File: config.mk
export PLATFORM = sky130hd
export DESIGN_NAME = variable_width_bit_packer
export DESIGN_NICKNAME = d
export VERILOG_FILES = /design/src/vwbp_pkg.sv /design/src/vwbp_ctrl.sv /design/src/vwbp_datapath.sv /design/src/variable_width_bit_packer.sv
export VERILOG_INCLUDE_DIRS = /design/src /design/src/src
export SDC_FILE = /design/constraint.sdc
export NUM_CORES = 1
export LEC_CHECK = 0
export BUFFER_PORTS_ARGS = -buffer_cell sky130_fd_sc_hd__buf_2
export CAP_MARGIN = 20
export CORE_ASPECT_RATIO = 1.75
export CORE_UTILIZATION = 45
export DETAILED_ROUTE_END_ITERATION = 12
export PLACE_DENSITY = 0.71
export SLEW_MARGIN = 20
export SYNTH_ARGS = -nofsm -noshare
export SYNTH_HDL_FRONTEND = slang
export SYNTH_SLANG_ARGS = --single-unit
File: constraint.sdc
create_clock -name clk_i -period 10.6 [get_ports clk_i]
set_clock_uncertainty 0.15 [all_clocks]
set_input_delay 1.59 -clock clk_i [delete_from_list [all_inputs] [get_ports clk_i]]
set_output_delay 1.59 -clock clk_i [all_outputs]
set_load 0.02 [all_outputs]
File: src/variable_width_bit_packer_macros.svh
// assertion macros shared by the bit packer rtl
`ifndef VARIABLE_WIDTH_BIT_PACKER_MACROS_SVH
`define VARIABLE_WIDTH_BIT_PACKER_MACROS_SVH

`ifndef ASSERT_OFF
// same-cycle implication
`define VWBP_ASSERT_IMP(label, clk, rst_n, ante, cons) \
  label: assert property (@(posedge clk) disable iff (!rst_n) (ante) |-> (cons)) \
    else $error("vwbp assertion failed");
// next-cycle implication
`define VWBP_ASSERT_NXT(label, clk, rst_n, ante, cons) \
  label: assert property (@(posedge clk) disable iff (!rst_n) (ante) |=> (cons)) \
    else $error("vwbp assertion failed");
`else
`define VWBP_ASSERT_IMP(label, clk, rst_n, ante, cons)
`define VWBP_ASSERT_NXT(label, clk, rst_n, ante, cons)
`endif

`endif

File: src/vwbp_pkg.sv
// shared types and constants of the bit packer
package vwbp_pkg;

  // result status codes
  typedef enum logic [2:0] {
    STAT_OK        = 3'd0,
    STAT_BAD_WIDTH = 3'd1,
    STAT_NEG       = 3'd2,
    STAT_NO_ROOM   = 3'd3,
    STAT_TOO_LARGE = 3'd4
  } status_e;

  // kind of result loaded into the output register
  typedef enum logic [1:0] {
    RES_BYTE  = 2'd0,
    RES_NONE  = 2'd1,
    RES_FLUSH = 2'd2,
    RES_ERROR = 2'd3
  } res_e;

  // controller states
  typedef enum logic [3:0] {
    ST_IDLE  = 4'b0001,
    ST_CHECK = 4'b0010,
    ST_ONE   = 4'b0100,
    ST_EMIT  = 4'b1000
  } state_e;

  // request type codes
  localparam logic REQ_WRITE = 1'b0;
  localparam logic REQ_END   = 1'b1;

  // widths at which negative values may be packed
  localparam logic [5:0] W_BYTE = 6'd8;
  localparam logic [5:0] W_HALF = 6'd16;
  localparam logic [5:0] W_WORD = 6'd32;

  // capacity register reset value
  localparam logic [15:0] CAP_RESET = 16'd1024;

  // controller to datapath
  typedef struct packed {
    logic load_in;
    logic merge;
    logic load_out;
    res_e kind;
  } dp_cmd_t;

  // datapath to controller
  typedef struct packed {
    logic    end_req;
    status_e chk;
    logic    has_byte;
    logic    more_bytes;
    logic    slot_free;
  } dp_sts_t;

endpackage

File: src/vwbp_ctrl.sv
// controller state machine of the bit packer
`include "variable_width_bit_packer_macros.svh"

module vwbp_ctrl
  import vwbp_pkg::*;
(
  input  logic    clk_i,
  input  logic    rst_ni,
  input  logic    in_valid_i,
  output logic    in_stall_o,
  input  dp_sts_t sts_i,
  output dp_cmd_t cmd_o
);

  state_e state_q, state_d;

  // state register
  always_ff @(posedge clk_i or negedge rst_ni) begin
    if (!rst_ni) begin
      state_q <= ST_IDLE;
    end else begin
      state_q <= state_d;
    end
  end

  // next state and commands
  always_comb begin
    state_d        = state_q;
    cmd_o.load_in  = 1'b0;
    cmd_o.merge    = 1'b0;
    cmd_o.load_out = 1'b0;
    cmd_o.kind     = RES_NONE;
    in_stall_o     = 1'b1;
    case (state_q)
      ST_IDLE: begin
        in_stall_o = 1'b0;
        if (in_valid_i) begin
          cmd_o.load_in = 1'b1;
          state_d       = ST_CHECK;
        end
      end
      ST_CHECK: begin
        if (sts_i.end_req || (sts_i.chk != STAT_OK)) begin
          state_d = ST_ONE;
        end else begin
          cmd_o.merge = 1'b1;
          state_d     = ST_EMIT;
        end
      end
      ST_ONE: begin
        cmd_o.kind = sts_i.end_req ? RES_FLUSH : RES_ERROR;
        if (sts_i.slot_free) begin
          cmd_o.load_out = 1'b1;
          state_d        = ST_IDLE;
        end
      end
      ST_EMIT: begin
        cmd_o.kind = sts_i.has_byte ? RES_BYTE : RES_NONE;
        if (sts_i.slot_free) begin
          cmd_o.load_out = 1'b1;
          if (!sts_i.has_byte || !sts_i.more_bytes) begin
            state_d = ST_IDLE;
          end
        end
      end
      default: begin
        state_d = ST_IDLE;
      end
    endcase
  end

  // checks
  `VWBP_ASSERT_NXT(a_check_moves_on, clk_i, rst_ni, state_q == ST_CHECK,
    state_q == ST_ONE || state_q == ST_EMIT)
  `VWBP_ASSERT_NXT(a_last_byte_idle, clk_i, rst_ni,
    state_q == ST_EMIT && sts_i.slot_free && !sts_i.more_bytes, state_q == ST_IDLE)
  `VWBP_ASSERT_IMP(a_merge_only_ok, clk_i, rst_ni, cmd_o.merge,
    !sts_i.end_req && sts_i.chk == STAT_OK)

endmodule

File: src/vwbp_datapath.sv
// datapath of the bit packer: checks, accumulator and output register
`include "variable_width_bit_packer_macros.svh"

module vwbp_datapath
  import vwbp_pkg::*;
#(
  parameter int MAX_FIELD_BITS = 32
) (
  input  logic               clk_i,
  input  logic               rst_ni,
  input  dp_cmd_t            cmd_i,
  output dp_sts_t            sts_o,
  input  logic               req_type_i,
  input  logic signed [31:0] field_value_i,
  input  logic [5:0]         field_width_i,
  input  logic               cfg_we_i,
  input  logic [15:0]        cfg_wdata_i,
  output logic               out_valid_o,
  input  logic               out_stall_i,
  output logic [7:0]         out_byte_o,
  output logic               byte_valid_o,
  output logic               last_of_run_o,
  output logic [2:0]         status_o
);

  // count must hold the pending bits and the two-byte threshold
  localparam int PendW = MAX_FIELD_BITS + 7;
  localparam int CntW  = $clog2(MAX_FIELD_BITS + 9);
  localparam logic [5:0]      MaxW     = 6'(MAX_FIELD_BITS);
  localparam logic [CntW-1:0] OneByte  = CntW'(8);
  localparam logic [CntW-1:0] TwoBytes = CntW'(16);

  // captured request
  logic        req_q;
  logic [31:0] val_q;
  logic [5:0]  wid_q;

  // message state
  logic [PendW-1:0] pend_q, pend_d;
  logic [CntW-1:0]  cnt_q, cnt_d;
  logic [15:0]      done_q, done_d;
  logic [15:0]      cap_q;

  // output register
  logic        out_valid_q, out_valid_d;
  logic [7:0]  out_byte_q, out_byte_d;
  logic        out_bv_q, out_bv_d;
  logic        out_last_q, out_last_d;
  status_e     out_status_q, out_status_d;

  // check signals
  logic [31:0]      low_mask;
  logic             bad_width, neg_ok, no_room, too_large;
  logic [18:0]      used_bits;
  logic [19:0]      need_bits;
  status_e          chk;
  logic [PendW-1:0] field_bits;

  // request capture
  always_ff @(posedge clk_i) begin
    if (cmd_i.load_in) begin
      req_q <= req_type_i;
      val_q <= field_value_i;
      wid_q <= field_width_i;
    end
  end

  // write checks, first failing one wins
  always_comb begin
    low_mask  = 32'((33'd1 << wid_q) - 33'd1);
    bad_width = (wid_q == 6'd0) || (wid_q > MaxW);
    neg_ok    = (wid_q == W_BYTE) || (wid_q == W_HALF) || (wid_q == W_WORD);
    used_bits = {done_q, 3'b000} + 19'(cnt_q[2:0]);
    need_bits = 20'(used_bits) + 20'(wid_q);
    no_room   = need_bits > {1'b0, cap_q, 3'b000};
    too_large = (wid_q != W_WORD) &&
                (val_q[31] ? ((val_q | (low_mask >> 1)) != '1)
                           : ((val_q & ~low_mask) != '0));
    if (bad_width) begin
      chk = STAT_BAD_WIDTH;
    end else if (val_q[31] && !neg_ok) begin
      chk = STAT_NEG;
    end else if (no_room) begin
      chk = STAT_NO_ROOM;
    end else if (too_large) begin
      chk = STAT_TOO_LARGE;
    end else begin
      chk = STAT_OK;
    end
  end

  // accumulator update and result selection
  always_comb begin
    field_bits   = PendW'(val_q & low_mask);
    pend_d       = pend_q;
    cnt_d        = cnt_q;
    done_d       = done_q;
    out_valid_d  = out_valid_q && out_stall_i;
    out_byte_d   = out_byte_q;
    out_bv_d     = out_bv_q;
    out_last_d   = out_last_q;
    out_status_d = out_status_q;
    if (cmd_i.merge) begin
      pend_d = pend_q | (field_bits << cnt_q[2:0]);
      cnt_d  = cnt_q + CntW'(wid_q);
    end
    if (cmd_i.load_out) begin
      out_valid_d  = 1'b1;
      out_byte_d   = 8'd0;
      out_bv_d     = 1'b0;
      out_last_d   = 1'b1;
      out_status_d = STAT_OK;
      case (cmd_i.kind)
        RES_BYTE: begin
          out_byte_d = pend_q[7:0];
          out_bv_d   = 1'b1;
          out_last_d = cnt_q < TwoBytes;
          pend_d     = pend_q >> 8;
          cnt_d      = cnt_q - OneByte;
          done_d     = done_q + 16'd1;
        end
        RES_FLUSH: begin
          if (cnt_q != '0) begin
            out_byte_d = pend_q[7:0];
            out_bv_d   = 1'b1;
          end
          pend_d = '0;
          cnt_d  = '0;
          done_d = '0;
        end
        RES_ERROR: begin
          out_status_d = chk;
        end
        default: begin
        end
      endcase
    end
  end

  // state and config registers
  always_ff @(posedge clk_i or negedge rst_ni) begin
    if (!rst_ni) begin
      pend_q      <= '0;
      cnt_q       <= '0;
      done_q      <= '0;
      cap_q       <= CAP_RESET;
      out_valid_q <= 1'b0;
    end else begin
      pend_q      <= pend_d;
      cnt_q       <= cnt_d;
      done_q      <= done_d;
      out_valid_q <= out_valid_d;
      if (cfg_we_i) begin
        cap_q <= cfg_wdata_i;
      end
    end
  end

  // output payload
  always_ff @(posedge clk_i) begin
    out_byte_q   <= out_byte_d;
    out_bv_q     <= out_bv_d;
    out_last_q   <= out_last_d;
    out_status_q <= out_status_d;
  end

  // status to controller
  always_comb begin
    sts_o.end_req    = (req_q == REQ_END);
    sts_o.chk        = chk;
    sts_o.has_byte   = cnt_q >= OneByte;
    sts_o.more_bytes = cnt_q >= TwoBytes;
    sts_o.slot_free  = !out_valid_q || !out_stall_i;
  end

  assign out_valid_o   = out_valid_q;
  assign out_byte_o    = out_byte_q;
  assign byte_valid_o  = out_bv_q;
  assign last_of_run_o = out_last_q;
  assign status_o      = out_status_q;

  // checks
  `VWBP_ASSERT_IMP(a_nobyte_is_last, clk_i, rst_ni, out_valid_q && !out_bv_q, out_last_q)
  `VWBP_ASSERT_IMP(a_error_no_byte, clk_i, rst_ni,
    out_valid_q && out_status_q != STAT_OK, !out_bv_q)
  `VWBP_ASSERT_NXT(a_flush_clears, clk_i, rst_ni,
    cmd_i.load_out && cmd_i.kind == RES_FLUSH, cnt_q == '0 && done_q == '0)

endmodule

File: src/variable_width_bit_packer.sv
// bit packer top level: lsb-first packing of 1 to MAX_FIELD_BITS bit fields
// a taken request is captured, checked, then its results load from ONE or EMIT
// an item causes 1 to 4 results at 32-bit fields; the next waits until all load
// results leave one per cycle from the single output register unless stalled
// reset: async active low, clears message state, capacity returns to 1024
module variable_width_bit_packer
  import vwbp_pkg::*;
#(
  parameter int MAX_FIELD_BITS = 32
) (
  input  logic               clk_i,
  input  logic               rst_ni,
  input  logic               in_valid_i,
  output logic               in_stall_o,
  input  logic               req_type_i,
  input  logic signed [31:0] field_value_i,
  input  logic [5:0]         field_width_i,
  input  logic               cfg_we_i,
  input  logic [15:0]        cfg_wdata_i,
  output logic               out_valid_o,
  input  logic               out_stall_i,
  output logic [7:0]         out_byte_o,
  output logic               byte_valid_o,
  output logic               last_of_run_o,
  output logic [2:0]         status_o
);

  dp_cmd_t cmd;
  dp_sts_t sts;

  // sequencer
  vwbp_ctrl u_ctrl (
    .clk_i      (clk_i),
    .rst_ni     (rst_ni),
    .in_valid_i (in_valid_i),
    .in_stall_o (in_stall_o),
    .sts_i      (sts),
    .cmd_o      (cmd)
  );

  // checks, accumulator and output register
  vwbp_datapath #(
    .MAX_FIELD_BITS (MAX_FIELD_BITS)
  ) u_datapath (
    .clk_i         (clk_i),
    .rst_ni        (rst_ni),
    .cmd_i         (cmd),
    .sts_o         (sts),
    .req_type_i    (req_type_i),
    .field_value_i (field_value_i),
    .field_width_i (field_width_i),
    .cfg_we_i      (cfg_we_i),
    .cfg_wdata_i   (cfg_wdata_i),
    .out_valid_o   (out_valid_o),
    .out_stall_i   (out_stall_i),
    .out_byte_o    (out_byte_o),
    .byte_valid_o  (byte_valid_o),
    .last_of_run_o (last_of_run_o),
    .status_o      (status_o)
  );

endmodule

==> flow_summary_export.csv <==
group,metric,value,unit
hold_path,hold_depth,2,
cts,postCtsSetupRepairBufs,0,
worst_setup_path,start_kind,"flop",
synthesis,ys_async_sr_fraction,0.612,
synthesis,synth.distinct_cells,89,
timing,timing.final.crit_share,0.542,
floorplanning,die_h,186,microns
synthesis,synth.avg_cell_area,9.20,sq um
hold_path,hp-class,"flop to flop",
cts,cts_sinks,134,
cells_and_area,regArea,3620,sq um
synthesis,synth.area.top_cells,"dfrtp_1 23%, edfxtp_1 18%, o21ai_0 6.3%, mux2i_1 4.1%, ha_1 4.0%",
synthesis,synth_enable_flop_cells,52,
synthesis,synth-seq-cells,134,
global_route,track_usage,0.270,
timing,fin_tns_setup,0,ns
cells_and_area,multiInputGateArea,4630,sq um
cts,cts_tree,"done",
global_route,use_met1,0.287,
timing,setup_viol,0,
routing,drcViolationCount,0,
timing,max_freq,174,MHz
cells_and_area,final_net_count,1072,
synthesis,ys.warnings.count,0,
timing,tightest_slew,1.01,ns
timing,fin_crit,5.74,ns
synthesis,ys_seq_area_frac,0.416,
hold_path,hold_end,"u_datapath.pend_q[36]",
cts,clockRootBuffer,"clkbuf_16",
worst_setup_path,reg2regPathDepth,21,
global_route,busiest_layer,"met2",
timing,worst_slack,4.86,ns
global_route,grt_max_degree,61,
synthesis,synth_top_area_frac,0.230,
synthesis,synth_top_area_cell,"dfrtp_1",
synthesis,synthCells,944,
timing,hold_slack,0.338,ns
timing,rsz0062_at_grt,"no",
routing,drt_iter0_markers,526,
cells_and_area,drive_above_1_share,0.155,
timing,relSlewSlack,0.326,
global_route,use_met2,0.487,
floorplanning,initial_core_util,0.463,
cts,cts-buffers-inserted,17,
global_route,antenna_found_initial,0,
routing,wl,25500,microns
cells_and_area,num_antenna_cells,0,
cts,cts_htree_levels,4,
routing,vias,7450,
cells_and_area,syn2layout_area_growth,12.6,%
worst_setup_path,rrSetupSlack,4.86,ns
worst_setup_path,criticalPathCategory,"flop to flop",
floorplanning,rows,66,
cts,clkLatencyLatePin,0.43,ns
global_route,grt_pass1_wl,40000,microns
synthesis,synth_flop_cell,"dfrtp_1",
floorplanning,die_area,19900,sq um
status,status,"finished, final reports clean",
worst_setup_path,endpoint_kind,"flop",
floorplanning,coreArea,18700,sq um
synthesis,postSynthNetCount,1033,
timing,hold_viol,0,
cts,post_cts_resized,0,
run,maxCapViolCount,0,
global_route,first_global_vias,7353,
synthesis,synth.cell_area,8690,sq um
pwr,power_density,206,nW/um^2
cells_and_area,num-fill-cells,1757,
floorplanning,ios,75,
worst_setup_path,reg2reg_from,"u_datapath.wid_q[0]",
routing,avgRoutedWirePerCell,20.7,microns
hold_path,holdCritStartpoint,"u_datapath.pend_q[36]",
worst_setup_path,arrival,5.93,ns
cts,clk_pin_slew,0.06,ns
place,portBuffers,74,
place,hpwl,19200,microns
place,gp_congestion,1.10,
global_route,overflow,0,
worst_setup_path,cp_max_fo,45,
worst_setup_path,cp.required,10.79,ns
cts,holdBufCountCts,0,
worst_setup_path,worstReg2RegEnd,"u_datapath.pend_q[38]",
place,place_inst,1201,
pwr,irDropWorstVdd,0.139,mV
pwr,leakagePower,0.00407,uW
timing,maxSlewViolCount,0,
routing,antenna_left,0,
place,place_worst_setup_slack,4.98,ns
routing,vias_per_cell,6.04,
global_route,met3_usage,0.0382,
floorplanning,die_w,107,microns
cts,cts_buffer_depth,2,
routing,drt-pass1-iter-count,6,
cells_and_area,finalNonFillerCells,1234,
layer usage:
layer / vias up / part of all wire
li1: 3552 / -
met1: 3574 / 0.37
met2: 242 / 0.53
met3: 82 / 0.036
met4: 0 / 0.062
met5: - / 0
power breakdown:
group | switching [uW] | leakage, uW | total [uW] | internal [uW]
registers | 118 | 0.00156 | 783 | 665
clock network | 236 | 0.000300 | 624 | 388
logic | 380 | 0.00221 | 610 | 230
kinds of logic (layout without fill, tap and decap cells):
logic type,after synthesis,after routing,share of synthesized area
AND/OR/NAND/NOR,316,316,0.190
buffers and inverters,103,155,0.0524
flip-flops,134,134,0.416
XOR/XNOR,26,26,0.0271
multiplexers,45,45,0.0531
adder cells (fa/ha/maj),30,30,0.0438
AO/OA/AOI/OAI,290,290,0.218
final cells by class:
class / instances / share of cell area
sequential: 134 / 0.370
clock buffer: 20 / 0.0468
tap: 238 / 0.0304
multi-input combinational: 707 / 0.473
timing repair buffer: 85 / 0.0486
clock inverter: 12 / 0.0169
inverter: 38 / 0.0146
how the worst max path moves through the flow:
stage                              from                    end  slack, ns  cells past startpoint
floorplan           u_datapath.wid_q[0]    u_datapath.cnt_q[0]       6.10                     20
global placement    u_datapath.wid_q[0]  u_datapath.pend_q[38]       5.02                     21
detailed placement  u_datapath.cnt_q[1]  u_datapath.pend_q[38]       4.98                     20
CTS                 u_datapath.wid_q[0]  u_datapath.pend_q[38]       4.92                     21
global route        u_datapath.wid_q[0]   u_datapath.pend_q[6]       4.60                     21
finish              u_datapath.wid_q[0]  u_datapath.pend_q[38]       4.86                     21
state kept, by name, summed over array words and instances (netlist names), 3 cells and up:
| name | count |
|---|---|
| u_datapath.out_byte_o | 8 |
| u_datapath.status_o | 3 |
| u_datapath.cap_q | 16 |
| u_datapath.val_q | 32 |
| u_datapath.wid_q | 6 |
| u_datapath.done_q | 16 |
| u_datapath.cnt_q | 6 |
| u_datapath.pend_q | 39 |
| u_ctrl.state_q | 4 |
Yosys cell counts (all sizes together) (3+ instances only):
cell / number
nor4: 9
ha: 28
a22oi: 25
inv: 37
nor2: 77
nor2b: 6
or2: 4
a31oi: 19
o31ai: 14
xnor2: 15
xor2: 11
a211oi: 3
or3: 7
mux2i: 36
a21o: 14
nor3: 15
dfrtp: 80
and2: 17
o21a: 10
edfxtp: 52
o21ai: 111
nand4: 14
nand2: 88
a21oi: 39
nand2b: 11
mux2: 9
and3: 8
o21bai: 3
buf: 22
o22ai: 10
o211ai: 4
clkbuf: 43
a2bb2oi: 3
nand3: 38
a221oi: 3
a21boi: 5
nand3b: 5
o221ai: 4
a221o: 7
or4: 4
cells in the final DEF, fill, tap and decap left out, types with 15 or more instances in the layout:
cell type / count
dfrtp_1: 79
clkbuf_16: 18
a21oi_1: 37
inv_1: 37
mux2i_1: 36
nand3_1: 38
nor2_1: 75
nor3_1: 15
o21ai_0: 110
xnor2_1: 15
a22oi_1: 25
and2_1: 16
ha_1: 28
nand2_1: 88
buf_2: 73
a31oi_1: 19
edfxtp_1: 52
worst max-delay path: stages (launching register included):
cell and delay (ns):
edfxtp_1 0.69, ha_1 0.35, fa_1 0.40, a21o_1 0.21, a21oi_1 0.23, o21bai_1 0.10
a21oi_1 0.23, nor2_1 0.13, nand3_1 0.18, nor2_1 0.09, xor2_1 0.15, ha_1 0.20
a21o_1 0.18, a21o_1 0.16, a21o_1 0.17, a21o_1 0.17, a221o_1 0.36, a21boi_0 0.52
o211ai_2 0.15, buf_4 0.30, or2_1 0.30, o31ai_1 0.23
metrics by stage:
stage	utilization	total power, uW	area (sq um)
3_3_place_gp	0.487	1380	9130
3_5_place_dp	0.487	1380	9130
2_1_floorplan	-	1180	8690
5_1_grt	0.522	2120	9780
6_report	0.522	2020	9780
4_1_cts	0.520	2010	9750
(Power assumes the default switching activity.)
